`config.mk`:
```
export PLATFORM = sky130hd
export DESIGN_NAME = iira_find
export DESIGN_NICKNAME = d
export VERILOG_FILES = /design/src/hw/rtl/iira_pkg.sv /design/src/hw/rtl/iira_find.sv
export SDC_FILE = /design/constraint.sdc
export NUM_CORES = 1
export LEC_CHECK = 0
export ABC_CLOCK_PERIOD_IN_PS = 7200
export BUFFER_PORTS_ARGS = -buffer_cell sky130_fd_sc_hd__buf_4
export CAP_MARGIN = 20
export CORE_MARGIN = 2
export CORE_UTILIZATION = 51
export CTS_BUF_LIST = sky130_fd_sc_hd__clkbuf_4 sky130_fd_sc_hd__clkbuf_8 sky130_fd_sc_hd__clkbuf_16
export DETAILED_ROUTE_END_ITERATION = 8
export HOLD_SLACK_MARGIN = 0.02
export PLACE_DENSITY = 0.95
export SLEW_MARGIN = 20
export SYNTH_ARGS = -nofsm -noshare
export SYNTH_HDL_FRONTEND = slang
export SYNTH_SLANG_ARGS = --single-unit
```
`constraint.sdc`:
```
create_clock -name clk_i -period 7.2 [get_ports clk_i]
set_input_delay 1.44 -clock clk_i [delete_from_list [all_inputs] [get_ports clk_i]]
set_output_delay 1.44 -clock clk_i [all_outputs]
set_load 0.01 [all_outputs]
```
`src/hw/rtl/iira_pkg.sv`:
```
// Package for the indexed insert/remove array.
// Holds command, status and cell operation codes and the cell control struct.
// No dependencies.
`default_nettype none

package iira_pkg;

  localparam int POS_W         = 13;
  localparam int CAP_W         = 9;
  localparam int POS_IN_W      = 9;
  localparam int VAL_W         = 32;
  localparam int FOUND_W       = 8;
  localparam int CMD_W         = 3;
  localparam int STATUS_W      = 3;
  localparam int FIND_GRP_BITS = 4;

  typedef enum logic [CMD_W-1:0] {
    CMD_PUSH_BACK  = 3'd0,
    CMD_PUSH_FRONT = 3'd1,
    CMD_INSERT     = 3'd2,
    CMD_POP_BACK   = 3'd3,
    CMD_POP_FRONT  = 3'd4,
    CMD_REMOVE     = 3'd5,
    CMD_READ       = 3'd6,
    CMD_FIND       = 3'd7
  } cmd_e;

  typedef enum logic [STATUS_W-1:0] {
    ST_OK       = 3'd0,
    ST_FULL     = 3'd1,
    ST_RANGE    = 3'd2,
    ST_EMPTY    = 3'd3,
    ST_NOTFOUND = 3'd4,
    ST_NEGFIX   = 3'd5
  } status_e;

  typedef enum logic [1:0] {
    OP_HOLD = 2'd0,
    OP_INS  = 2'd1,
    OP_REM  = 2'd2,
    OP_FIND = 2'd3
  } cell_op_e;

  typedef struct packed {
    cell_op_e           op;
    logic [POS_W-1:0]   idx;
    logic [POS_W-1:0]   cnt;
  } cell_ctl_t;

endpackage

`default_nettype wire

```
`src/hw/rtl/iira_find.sv`:
```
// Two-level registered search for the first set hit flag of the cell row.
// Groups of cells are encoded into registers, then the first group is picked.
// Depends on iira_pkg.
`default_nettype none

module iira_find #(
  parameter int DEPTH = 256,
  parameter int IW    = 8
) (
  input  wire logic             clk_i,
  input  wire logic             rst_ni,
  input  wire logic [DEPTH-1:0] hit_i,
  output logic                  any_o,
  output logic      [IW-1:0]    idx_o
);
  import iira_pkg::*;

  localparam int G  = 1 << FIND_GRP_BITS;
  localparam int NG = (DEPTH + G - 1) / G;
  localparam int GB = (NG > 1) ? $clog2(NG) : 1;

  logic [NG*G-1:0]          hit_pad;
  logic [NG-1:0]            grp_any_d, grp_any_q;
  logic [FIND_GRP_BITS-1:0] grp_loc_d [NG];
  logic [FIND_GRP_BITS-1:0] grp_loc_q [NG];
  logic [GB-1:0]            gsel;

  assign hit_pad = (NG*G)'(hit_i);

  always_comb begin
    for (int g = 0; g < NG; g++) begin
      grp_any_d[g] = |hit_pad[g*G +: G];
      grp_loc_d[g] = '0;
      for (int j = G - 1; j >= 0; j--) begin
        if (hit_pad[g*G + j]) begin
          grp_loc_d[g] = FIND_GRP_BITS'(j);
        end
      end
    end
  end

  always_ff @(posedge clk_i or negedge rst_ni) begin
    if (!rst_ni) begin
      grp_any_q <= '0;
      for (int g = 0; g < NG; g++) begin
        grp_loc_q[g] <= '0;
      end
    end else begin
      grp_any_q <= grp_any_d;
      for (int g = 0; g < NG; g++) begin
        grp_loc_q[g] <= grp_loc_d[g];
      end
    end
  end

  always_comb begin
    gsel = '0;
    for (int g = NG - 1; g >= 0; g--) begin
      if (grp_any_q[g]) begin
        gsel = GB'(g);
      end
    end
  end

  assign any_o = |grp_any_q;
  assign idx_o = IW'({gsel, grp_loc_q[gsel]});

endmodule

`default_nettype wire

```
==> flow_summary.yaml <==
power:
  combPwrFrac_pct: 23.1
  irDropWorstVdd_mv: 0.137
  p_sw_uw: 259
  power.internal_uw: 785
  p_per_area_mw_per_mm2: 134
  p_leak_nw: 3.70
  power_frac_seq_pct: 45.3
  swShare_pct: 24.8
  clkPwrFrac_pct: 31.6
  power_mw: 1.04
clock_tree:
  post_cts_buffers: 0
  root_buffer: "clkbuf_8"
  cts_tree: "done"
  cts_max_level: 3
  cts_num_sinks: 80
  post_cts_resized: 0
  cts_buffers: 9
  path_clk_slew_ns: 0.07
  clk_path_buf_depth: 2
  ctsHoldBuffers: 0
timing:
  worst_pin_slew_ns: 1.10
  timing.setup.tns_ns: 0
  fmaxAchievable_ghz: 0.190
  period_needed_ns: 5.28
  period_share_pct: 73.3
  hold_viol: 0
  setup_viol_count_final: 0
  rsz0062_at_grt: "false"
  drv_slew: 0
  relSlewSlack_pct: 26.6
routing:
  detail_route.wl_per_cell_um: 14.6
  drtIter0Drc: 488
  firstDrtPassIters: 5
  antenna_left: 0
  wirelength_um: 16300
  drc_errors: 0
  num_vias: 6279
  vias_per_cell: 5.63
critical_path:
  crit_chain: "or3b_1, a31oi_1, o31a_1, nor2_2, inv_2, o211a_1, a2111o_1, nor4_1, buf_4"
  critPathRequiredTime_ns: 5.76
  crit_arrival_ns: 3.84
  slowest_delay_ns: 0.87
  path_buf_inv: 2
  critical_path_class: "flop to output port"
  path_max_fanout: 21
  slowest_stage: "nor2_2"
  cp-start-kind: "flop"
  end_kind: "output port"
  critPathTopFamily: "simple AND/OR/NAND/NOR gates"
yosys:
  syn-num-nets: 959
  avgSynthCellArea_um2: 7.72
  synth_top_area_share_pct: 37.0
  yosysMostFrequentCell: "nor2_1"
  ys_ff_latch: 80
  ys_top_cells_by_count: "nor2_1, a21oi_1, dfrtp_1, inv_1, nand2_1"
  synth_edf_count: 0
  synth_warnings: 0
  async_flop_share_pct: 100
  ys_types: 48
  yosys-top-cells-area: "dfrtp_1, a21oi_1, nor2_1"
  syn_inst: 701
  synth-main-ff-cell: "dfrtp_1"
  syn-cell-area_mm2: 0.00541
  ys_seq_area_share_pct: 37.0
  synth_area_leader_cell: "dfrtp_1"
global_route:
  overflow: 0
  grt_max_degree: 81
  grt_pass1_wl_um: 25900
  grt_use_total_pct: 28.0
  grt_pass1_vias: 6062
  grt_antenna_before_repair: 0
cells_and_area:
  regArea_mm2: 0.00200
  final_cells: 1115
  multi_input_area_mm2: 0.00312
  nets: 1232
  synthToLayoutAreaGrowth_pct: 43.4
  num-fill-cells: 792
  drive_gt1_share_pct: 29.9
  num_antenna_cells: 0
worst_hold_path:
  hold_path.class: "primary input to asynchronous set/reset pin"
place:
  routabilityCongestion: 0.960
  dpl.cell_count: 1099
  port-buffer-count: 266
  dpl.hpwl_um: 13500
floorplanning:
  core_area_mm2: 0.0103
  dieWidth_um: 107
  die_y_um: 107
  ios: 267
  start_util_pct: 52.4
  die-area_mm2: 0.0115
  rows: 37
run_status:
  outcome: "finished, final reports clean"
flow_run:
  drv_cap: 0
-- cells in the final DEF, fill, tap and decap left out, types with 2 or more instances in the layout --
| cell type | n |
|---|---|
| buf_4 | 266 |
| nor2_1 | 104 |
| a21oi_1 | 80 |
| dfrtp_1 | 80 |
| inv_1 | 68 |
| nand2_1 | 58 |
| nor3_1 | 52 |
| o21bai_1 | 34 |
| nor4_1 | 31 |
| nand3_1 | 30 |
| a211oi_1 | 22 |
| nor3b_1 | 20 |
| o31ai_1 | 18 |
| o41ai_1 | 17 |
| a21boi_0 | 12 |
| mux2i_1 | 12 |
| clkbuf_8 | 11 |
| and3_1 | 8 |
| or4_1 | 6 |
| nand3b_1 | 5 |
| o21ai_0 | 4 |
| nor2b_1 | 3 |
| a22oi_1 | 3 |
| a22o_1 | 3 |
| o31a_1 | 2 |
| nand2b_1 | 2 |
| and4_1 | 2 |
| o211a_1 | 2 |
| clkinv_2 | 2 |
| clkbuf_4 | 2 |
-- state kept, by name (all words and copies together), names as in the netlist --
name	flops
grp_any_q	16
grp_loc_q	64
-- metal layers --
layer	vias to the layer above	track usage, %	wire (um)
met1	2884	33.0	6520
met4	0	6.59	274
met3	28	6.02	1170
li1	3123	-	-
met2	244	51.6	8360
met5	-	0	0
-- stage by stage --
| stage | util [%] | setup slack [ns] | hold slack (ns) | instance area, um^2 |
|---|---|---|---|---|
| after floorplan | - | 3.32 | 1.14 | 5410 |
| after global placement | 73.2 | 2.53 | 1.62 | 7560 |
| after detailed placement | 73.2 | 2.39 | 1.62 | 7560 |
| after CTS | 75.2 | 1.97 | 1.25 | 7770 |
| after global routing | 75.2 | 1.70 | 1.25 | 7770 |
| final | 75.2 | 1.92 | 1.22 | 7770 |
-- power by group through the flow --
stage               clock network, mW  logic (mW)  registers [mW]
global placement                    0       0.235           0.482
finish                          0.330       0.242           0.473
detailed placement                  0       0.240           0.480
global route                    0.352       0.268           0.473
floorplan                           0      0.0775           0.476
CTS                             0.336       0.241           0.472
-- final timing paths --
kind | depth (start not counted) | from | slack (ns) | end
worst min-delay path | 1 | rst_ni | 1.22 | grp_loc_q[48]
worst max-delay path | 9 | grp_any_q[11] | 1.92 | idx_o[1]
max in group asynchronous | 1 | rst_ni | 5.35 | grp_loc_q[22]
min in group clk_i | 2 | hit_i[209] | 1.26 | grp_loc_q[9]
-- layout make-up --
class | instances | area share, %
Clock buffer | 13 | 2.14
Clock inverter | 3 | 0.516
Inverter | 70 | 3.45
Multi-Input combinational cell | 547 | 40.2
Sequential cell | 80 | 25.8
Tap cell | 136 | 2.19
Timing Repair Buffer | 266 | 25.7
-- kinds of logic after synthesis --
logic type | after synthesis | share of synthesized area, %
muxes | 12 | 2.22
and+or+nand+nor | 329 | 29.8
DFF | 80 | 37.0
buffers and inverters | 74 | 5.34
AOI/OAI and AO/OA | 206 | 25.7
Note: power is estimated with default switching activity, not from simulation.
