<file path="src/hw/rtl/iira_pkg.sv">
// Package for the indexed insert/remove array.
// Holds command, status and cell operation codes and the cell control struct.
// No dependencies.
`default_nettype none

package iira_pkg;

  localparam int POS_W         = 13;
  localparam int CAP_W         = 9;
  localparam int POS_IN_W      = 9;
  localparam int VAL_W         = 32;
  localparam int FOUND_W       = 8;
  localparam int CMD_W         = 3;
  localparam int STATUS_W      = 3;
  localparam int FIND_GRP_BITS = 4;

  typedef enum logic [CMD_W-1:0] {
    CMD_PUSH_BACK  = 3'd0,
    CMD_PUSH_FRONT = 3'd1,
    CMD_INSERT     = 3'd2,
    CMD_POP_BACK   = 3'd3,
    CMD_POP_FRONT  = 3'd4,
    CMD_REMOVE     = 3'd5,
    CMD_READ       = 3'd6,
    CMD_FIND       = 3'd7
  } cmd_e;

  typedef enum logic [STATUS_W-1:0] {
    ST_OK       = 3'd0,
    ST_FULL     = 3'd1,
    ST_RANGE    = 3'd2,
    ST_EMPTY    = 3'd3,
    ST_NOTFOUND = 3'd4,
    ST_NEGFIX   = 3'd5
  } status_e;

  typedef enum logic [1:0] {
    OP_HOLD = 2'd0,
    OP_INS  = 2'd1,
    OP_REM  = 2'd2,
    OP_FIND = 2'd3
  } cell_op_e;

  typedef struct packed {
    cell_op_e           op;
    logic [POS_W-1:0]   idx;
    logic [POS_W-1:0]   cnt;
  } cell_ctl_t;

endpackage

`default_nettype wire

</file>
<file path="src/hw/rtl/iira_cell.sv">
// One storage cell of the array row: holds one element and its find hit flag.
// Shifts from either neighbor or loads the new element under the broadcast control.
// Depends on iira_pkg.
`default_nettype none

module iira_cell #(
  parameter int W   = 32,
  parameter int IDX = 0
) (
  input  wire logic               clk_i,
  input  wire logic               rst_ni,
  input  wire iira_pkg::cell_ctl_t ctl_i,
  input  wire logic [W-1:0]       new_i,
  input  wire logic [W-1:0]       lower_i,
  input  wire logic [W-1:0]       upper_i,
  output logic      [W-1:0]       data_o,
  output logic                    hit_o
);
  import iira_pkg::*;

  logic [POS_W-1:0] me;
  logic [W-1:0]     data_d, data_q;
  logic             hit_d, hit_q;

  assign me = POS_W'(IDX);

  always_comb begin
    data_d = data_q;
    hit_d  = hit_q;
    unique case (ctl_i.op)
      OP_INS: begin
        if (me == ctl_i.idx) begin
          data_d = new_i;
        end else if ((me > ctl_i.idx) && (me <= ctl_i.cnt)) begin
          data_d = lower_i;
        end
      end
      OP_REM: begin
        if ((me >= ctl_i.idx) && (({1'b0, me} + 1'b1) < {1'b0, ctl_i.cnt})) begin
          data_d = upper_i;
        end
      end
      OP_FIND: begin
        hit_d = (data_q == new_i) && (me < ctl_i.cnt);
      end
      OP_HOLD: begin
      end
      default: begin
      end
    endcase
  end

  always_ff @(posedge clk_i or negedge rst_ni) begin
    if (!rst_ni) begin
      data_q <= '0;
      hit_q  <= 1'b0;
    end else begin
      data_q <= data_d;
      hit_q  <= hit_d;
    end
  end

  assign data_o = data_q;
  assign hit_o  = hit_q;

endmodule

`default_nettype wire

</file>
<file path="config.mk">
export PLATFORM = sky130hd
export DESIGN_NAME = iira_cell
export DESIGN_NICKNAME = d
export VERILOG_FILES = /design/src/hw/rtl/iira_pkg.sv /design/src/hw/rtl/iira_cell.sv
export SDC_FILE = /design/constraint.sdc
export NUM_CORES = 1
export LEC_CHECK = 0
export BUFFER_PORTS_ARGS = -buffer_cell sky130_fd_sc_hd__buf_2
export CORE_UTILIZATION = 41
export CTS_CLUSTER_SIZE = 8
export DETAILED_ROUTE_END_ITERATION = 8
export PLACE_DENSITY = 0.83
export REMOVE_ABC_BUFFERS = 1
export SYNTH_ARGS = -nofsm -noshare
export SYNTH_HDL_FRONTEND = slang
export SYNTH_SLANG_ARGS = --single-unit
</file>
<file path="constraint.sdc">
create_clock -name clk_i -period 1.2 [get_ports clk_i]
set_input_delay 0 -clock clk_i [delete_from_list [all_inputs] [get_ports clk_i]]
set_output_delay 0 -clock clk_i [all_outputs]
set_load 0.01 [all_outputs]
</file>
==> results of run 1 <==
==> sequential cells by signal (all words and copies together), names as in the netlist <==
name / cells
data_o: 32
hit_o: 1
==> metal layers <==
metal / vias to the layer above / part of all wire, % / routed length (microns)
met5: - / 0 / 0
met4: 0 / 1.7 / 163
met3: 18 / 7.4 / 710
met2: 156 / 50 / 4811
met1: 1592 / 41 / 3888
li1: 1521 / - / -
==> cell usage after synthesis <==
library cell  number  area [sq um]
ha_1               3         37.54
o211a_1            1         10.01
inv_1              5         18.77
dfrtp_1           33         825.8
a221oi_1          32         280.3
and4_1             1         8.760
nand3_1            2         10.01
nand2_1           32         120.1
a41o_1             1         10.01
nand3b_1          63         473.0
o32ai_1            1         8.760
buf_6              5         56.30
buf_4              5         37.54
o2111ai_1          1         8.760
nor3_1             2         10.01
buf_2              3         15.01
or3_1              1         6.260
nor4_2             5         62.56
a31oi_1            1         6.260
a41oi_2           20         325.3
a21oi_1            1         5.000
a22o_4             1         17.52
nor4_1             6         37.54
nand4_1            2         12.51
xnor2_1            1         8.760
a41oi_1           12         105.1
nor2_1             3         11.26
xor2_1            30         262.8
clkbuf_1          19         71.32
==> final cells by class <==
class                      instances  area, sq um  share of cell area (%)
timing repair buffer             211         1316                   30.73
sequential                        33        825.8                   19.28
clock buffer                       5        68.82                   1.607
multi-input combinational        222         1948                   45.49
inverter                           5        18.77                  0.4382
clock inverter                     1        5.005                  0.1169
tap                               80        100.1                   2.337
==> kinds of logic (layout without fill, tap and decap cells) <==
logic type	Yosys count	count (layout)	share of synthesized area (%)
AND/OR/NAND/NOR	117	117	26.27
AO/OA/AOI/OAI	71	71	27.14
flip-flops	33	33	28.85
adder cells (fa/ha/maj)	3	3	1.311
buffers and inverters	37	222	6.949
XOR/XNOR	31	31	9.484
==> layout by cell type (no fill, tap or decap), types with 9 or more instances in the layout <==
cell	Yosys	final
buf_2	3	158
nand3b_1	63	63
buf_4	5	42
dfrtp_1	33	33
nand2_1	32	32
xor2_1	30	30
a221oi_1	32	29
a41oi_2	20	20
a41oi_1	12	12
buf_12	0	10
nor4_2	5	9
==> final timing paths <==
kind                              end  slack [ns]
setup / recovery                hit_o       -0.22
hold / removal             data_o[11]        0.02
setup reg to reg                hit_o       -0.22
hold reg to reg                 hit_o        0.53
max in group asynchronous   data_o[9]        0.52
min in group asynchronous   data_o[4]        0.22
==> worst reg2reg max path, delay by kind of cell (launching register included) <==
kind            cells  cell delay [ns]
compound gates      1             0.27
xor+xnor            1             0.16
flops               1             0.39
simple gates        2             0.51
==> power breakdown <==
part	total [mW]	internal [mW]	switching (mW)	leakage (nW)
clock network	0.786	0.382	0.404	0.0399
logic	2.15	1.12	1.02	1.39
registers	1.53	1.35	0.179	0.370
==> repair_timing <==
action | in CTS | in global routing
gates resized for setup | 6 | 9
buffers inserted | 0 | 1
hold buffers | 1 | 0
endpoints found under the hold margin | 29 | 0
pin swaps | 3 | 6
setup endpoints to repair | 6 | 21
==> per-stage QoR <==
stage	hold WS, ns	area, sq um
final	0.02032	4283
after global routing	0.03312	4283
after detailed placement	-0.03116	4110
after global placement	-0.03465	4110
after CTS	0.01019	4215
after floorplan	-0.2956	2683
==> results.cfg, run 1 <==
[outcome]
violations = setup timing
status = finished with violations

[logic_synthesis]
synthesis.area_sq_um = 2863
synth-seq-cells = 33
yosys_warnings = 0
ys_types = 29
ys_seq_area_share_pct = 28.85
avgSynthCellArea_sq_um = 9.804
netlist_instances = 292

[power]
peakVddDrop_mv = 0.5497
power_mw = 4.462
p_per_area_nw_per_um2 = 1042
p_leak_nw = 1.799

[cts]
cts_buffer_depth = 2
h-tree-depth = 2
cts_tree = done
clk_latency_ns = 0.28
cts_made_buffers = 5
path_clk_slew_ns = 0.07
clock_sinks = 33
root_buffer = clkbuf_8

[place]
pre_cts_ws_ns = -0.3594
dp.cells = 550
gp_congestion = 0.8216
numPortBuffers = 158
hpwl_microns = 7028

[timing]
fin_crit_sh_pct = 118.7
tightest_slew_ns = 0.4498
fin_skew_ns = 0.01033
max_freq_mhz = 701.8
tns_ns = -0.2250
hold_viol = 0
rsz0062_at_grt = yes
final.min_clock_period_ns = 1.425
timing.final.ws_setup_ns = -0.2250
setup_viol = 1
report.final.slew_viol_count = 0
max-slew-margin-rel_pct = 70.02

[die]
fp.coreArea_sq_um = 6756
rows = 30
start_util_pct = 42.37
fp.dieH_microns = 85.56
die_x_microns = 85.56
die_area_sq_um = 7321
num_io_pins = 159

[detailed_routing]
wl_per_cell_microns = 17.19
drtIter0Drc = 151
ant_nets = 0
dr_total_vias = 3287
drc = 0
wirelength_microns = 9573
vias_per_cell = 5.901
dr.pass1.iters = 5

[critical_path]
crit_cells = 4
cp_slowest_cell = dfrtp_1
path_cells = xor2_1 -> nor4_2 -> nand4_1 -> o32ai_2
cp.required_ns = 1.39
path_buf_inv = 0
crit_path_start = data_o[6]
slowest_delay_ns = 0.39
r2r_start = data_o[6]
cp.arrival_ns = 1.62
rr_worst_depth = 4
crit_family = simple AND/OR/NAND/NOR gates
path_class = reg2reg
end_kind = flop
path_max_fanout = 2
cp-start-kind = flop

[global_routing]
busiest_layer = met2
antenna_found_initial = 0
grt_remaining_overflow = 0
gr-usage-met3_pct = 4.716
grt_pass1_vias = 3234
grtUsageMet1_pct = 32.30
gr-usage-met2_pct = 45.38
grt_start_max_net_pins = 40
grt_pass1_wl_microns = 15120
grt.total_usage_pct = 25.77

[cells_and_area]
layout.nets = 607
drive_gt1_share_pct = 54.09
final_cells = 557
fin_util_pct = 63.39
area_growth_pct = 49.61
antenna_cells = 0
fillers = 568

[worst_hold_path]
hold_class = in2reg
hold_path_depth = 3
min_from = upper_i[11]

[run]
timing.max_cap.violations = 0
Note: power is estimated with default switching activity, not from simulation.
==> run 2, diff against run 1 <==
Settings changed: SKIP_CTS_REPAIR_TIMING set to 1.
==> run 2 against run 1 <==
The run still ends with setup timing left. Die area unchanged. Largest power group unchanged. Wire length down 1.1%. Register-to-register slack worse by 0.06 ns. Critical path depth up 1.
==> results.cfg, run 2 (synthesis gave the netlist of run 1 again) <==
[power]
p_per_area_nw_per_um2 = 1036
p_leak_nw = 1.798
power_mw = 4.403
peakVddDrop_mv = 0.5425

[place]
numPortBuffers = 158
gp_congestion = 0.8216
dpl_cell_area_sq_um = 4110
hpwl_microns = 7028

[detailed_routing]
ant_nets = 0
dr.pass1.iters = 4
drtIter0Drc = 162
wirelength_microns = 9466
vias_per_cell = 5.889
dr_total_vias = 3280
wl_per_cell_microns = 16.99
drc = 0

[cells_and_area]
area_growth_pct = 48.51
layout.nets = 607
fin_area_sq_um = 4252
antenna_cells = 0
largest_register_ffs = 32
drive_gt1_share_pct = 53.04
layout_commonest_cell = buf_2
layout_common_cells = buf_2, nand3b_1, buf_4

[critical_path]
end_kind = flop
cp-start-kind = flop
path_class = reg2reg
path_max_fanout = 2
cp.arrival_ns = 1.68
cp.required_ns = 1.39
rr_worst_depth = 5

[global_routing]
antenna_found_initial = 0
grt_remaining_overflow = 0
grt_pass1_wl_microns = 15010
grt.total_usage_pct = 25.56
grt_start_max_net_pins = 40
grt_pass1_vias = 3216

[worst_hold_path]
hold_class = in2reg
hold_path_depth = 3

[outcome]
status = finished with violations
violations = setup timing

[timing]
max-slew-margin-rel_pct = 69.85
tightest_slew_ns = 0.4523
report.final.slew_viol_count = 0
holdWs_ns = 0.02081
max_freq_mhz = 671.7
rsz0062_at_grt = yes
hold_viol = 0
timing.final.ws_setup_ns = -0.2887
final.min_clock_period_ns = 1.489
fin_skew_ns = 0.009542
fin_crit_sh_pct = 124.1
setup_viol = 1

[cts]
clk_latency_ns = 0.28
cts_buffer_depth = 2
path_clk_slew_ns = 0.07
clock_sinks = 33
h-tree-depth = 2
cts_made_buffers = 5
root_buffer = clkbuf_8
cts_tree = done

[die]
die_area_sq_um = 7321
die_x_microns = 85.56
rows = 30
num_io_pins = 159
start_util_pct = 42.37
fp.dieH_microns = 85.56
fp.coreArea_sq_um = 6756

[run]
timing.max_cap.violations = 0
-- run 2: cell count changes in the layout (fill, tap and decap cells not counted) --
| cell | before | now |
|---|---|---|
| nor4_2 | 9 | 4 |
| nor4_1 | 0 | 5 |
-- run 2: per-stage QoR --
| stage | setup WS [ns] | instances | util, % | setup TNS [ns] |
|---|---|---|---|---|
| after global placement | -0.2994 | 550 | 60.83 | -6.236 |
| final | -0.2887 | 557 | 62.93 | -0.2887 |
| after floorplan | -1.688 | 260 | - | -53.56 |
| after detailed placement | -0.3594 | 550 | 60.83 | -9.205 |
| after CTS | -0.3693 | 556 | 61.93 | -0.4451 |
| after global routing | -0.4082 | 557 | 62.93 | -0.4107 |
-- run 2: final timing paths --
kind	from	endpoint	slack, ns
min in group asynchronous	rst_ni	data_o[30]	0.22
setup reg to reg	data_o[11]	hit_o	-0.29
setup / recovery	data_o[11]	hit_o	-0.29
max in group asynchronous	rst_ni	data_o[9]	0.52
hold reg to reg	hit_o	hit_o	0.53
hold / removal	upper_i[11]	data_o[11]	0.02
-- run 2: worst max-delay path: stages (launching register included) --
cell and delay (ns):
dfrtp_1 0.39, xor2_1 0.15, nor4_2 0.30, buf_4 0.15
nand4_1 0.13, o32ai_2 0.28
-- run 2: area by class of cell --
type,instances,area [sq um]
inverter,5,18.77
timing repair buffer,211,1316
clock buffer,5,68.82
clock inverter,1,5.005
multi-input combinational,222,1917
fill,571,2505
sequential,33,825.8
tap,80,100.1
-- run 2: metal layers --
metal	share of wire (%)	track usage [%]	wire length, microns	vias to the layer above
li1	-	-	-	1520
met1	40	32.12	3824	1565
met2	50	44.58	4753	177
met3	7.7	4.812	733	18
met4	1.6	7.727	155	0
met5	0	0	0	-
-- run 2: report_power, final --
part / switching (mW) / internal (mW)
sequential: 0.179 / 1.35
clock: 0.399 / 0.382
combinational: 0.984 / 1.11
total: 1.56 / 2.84
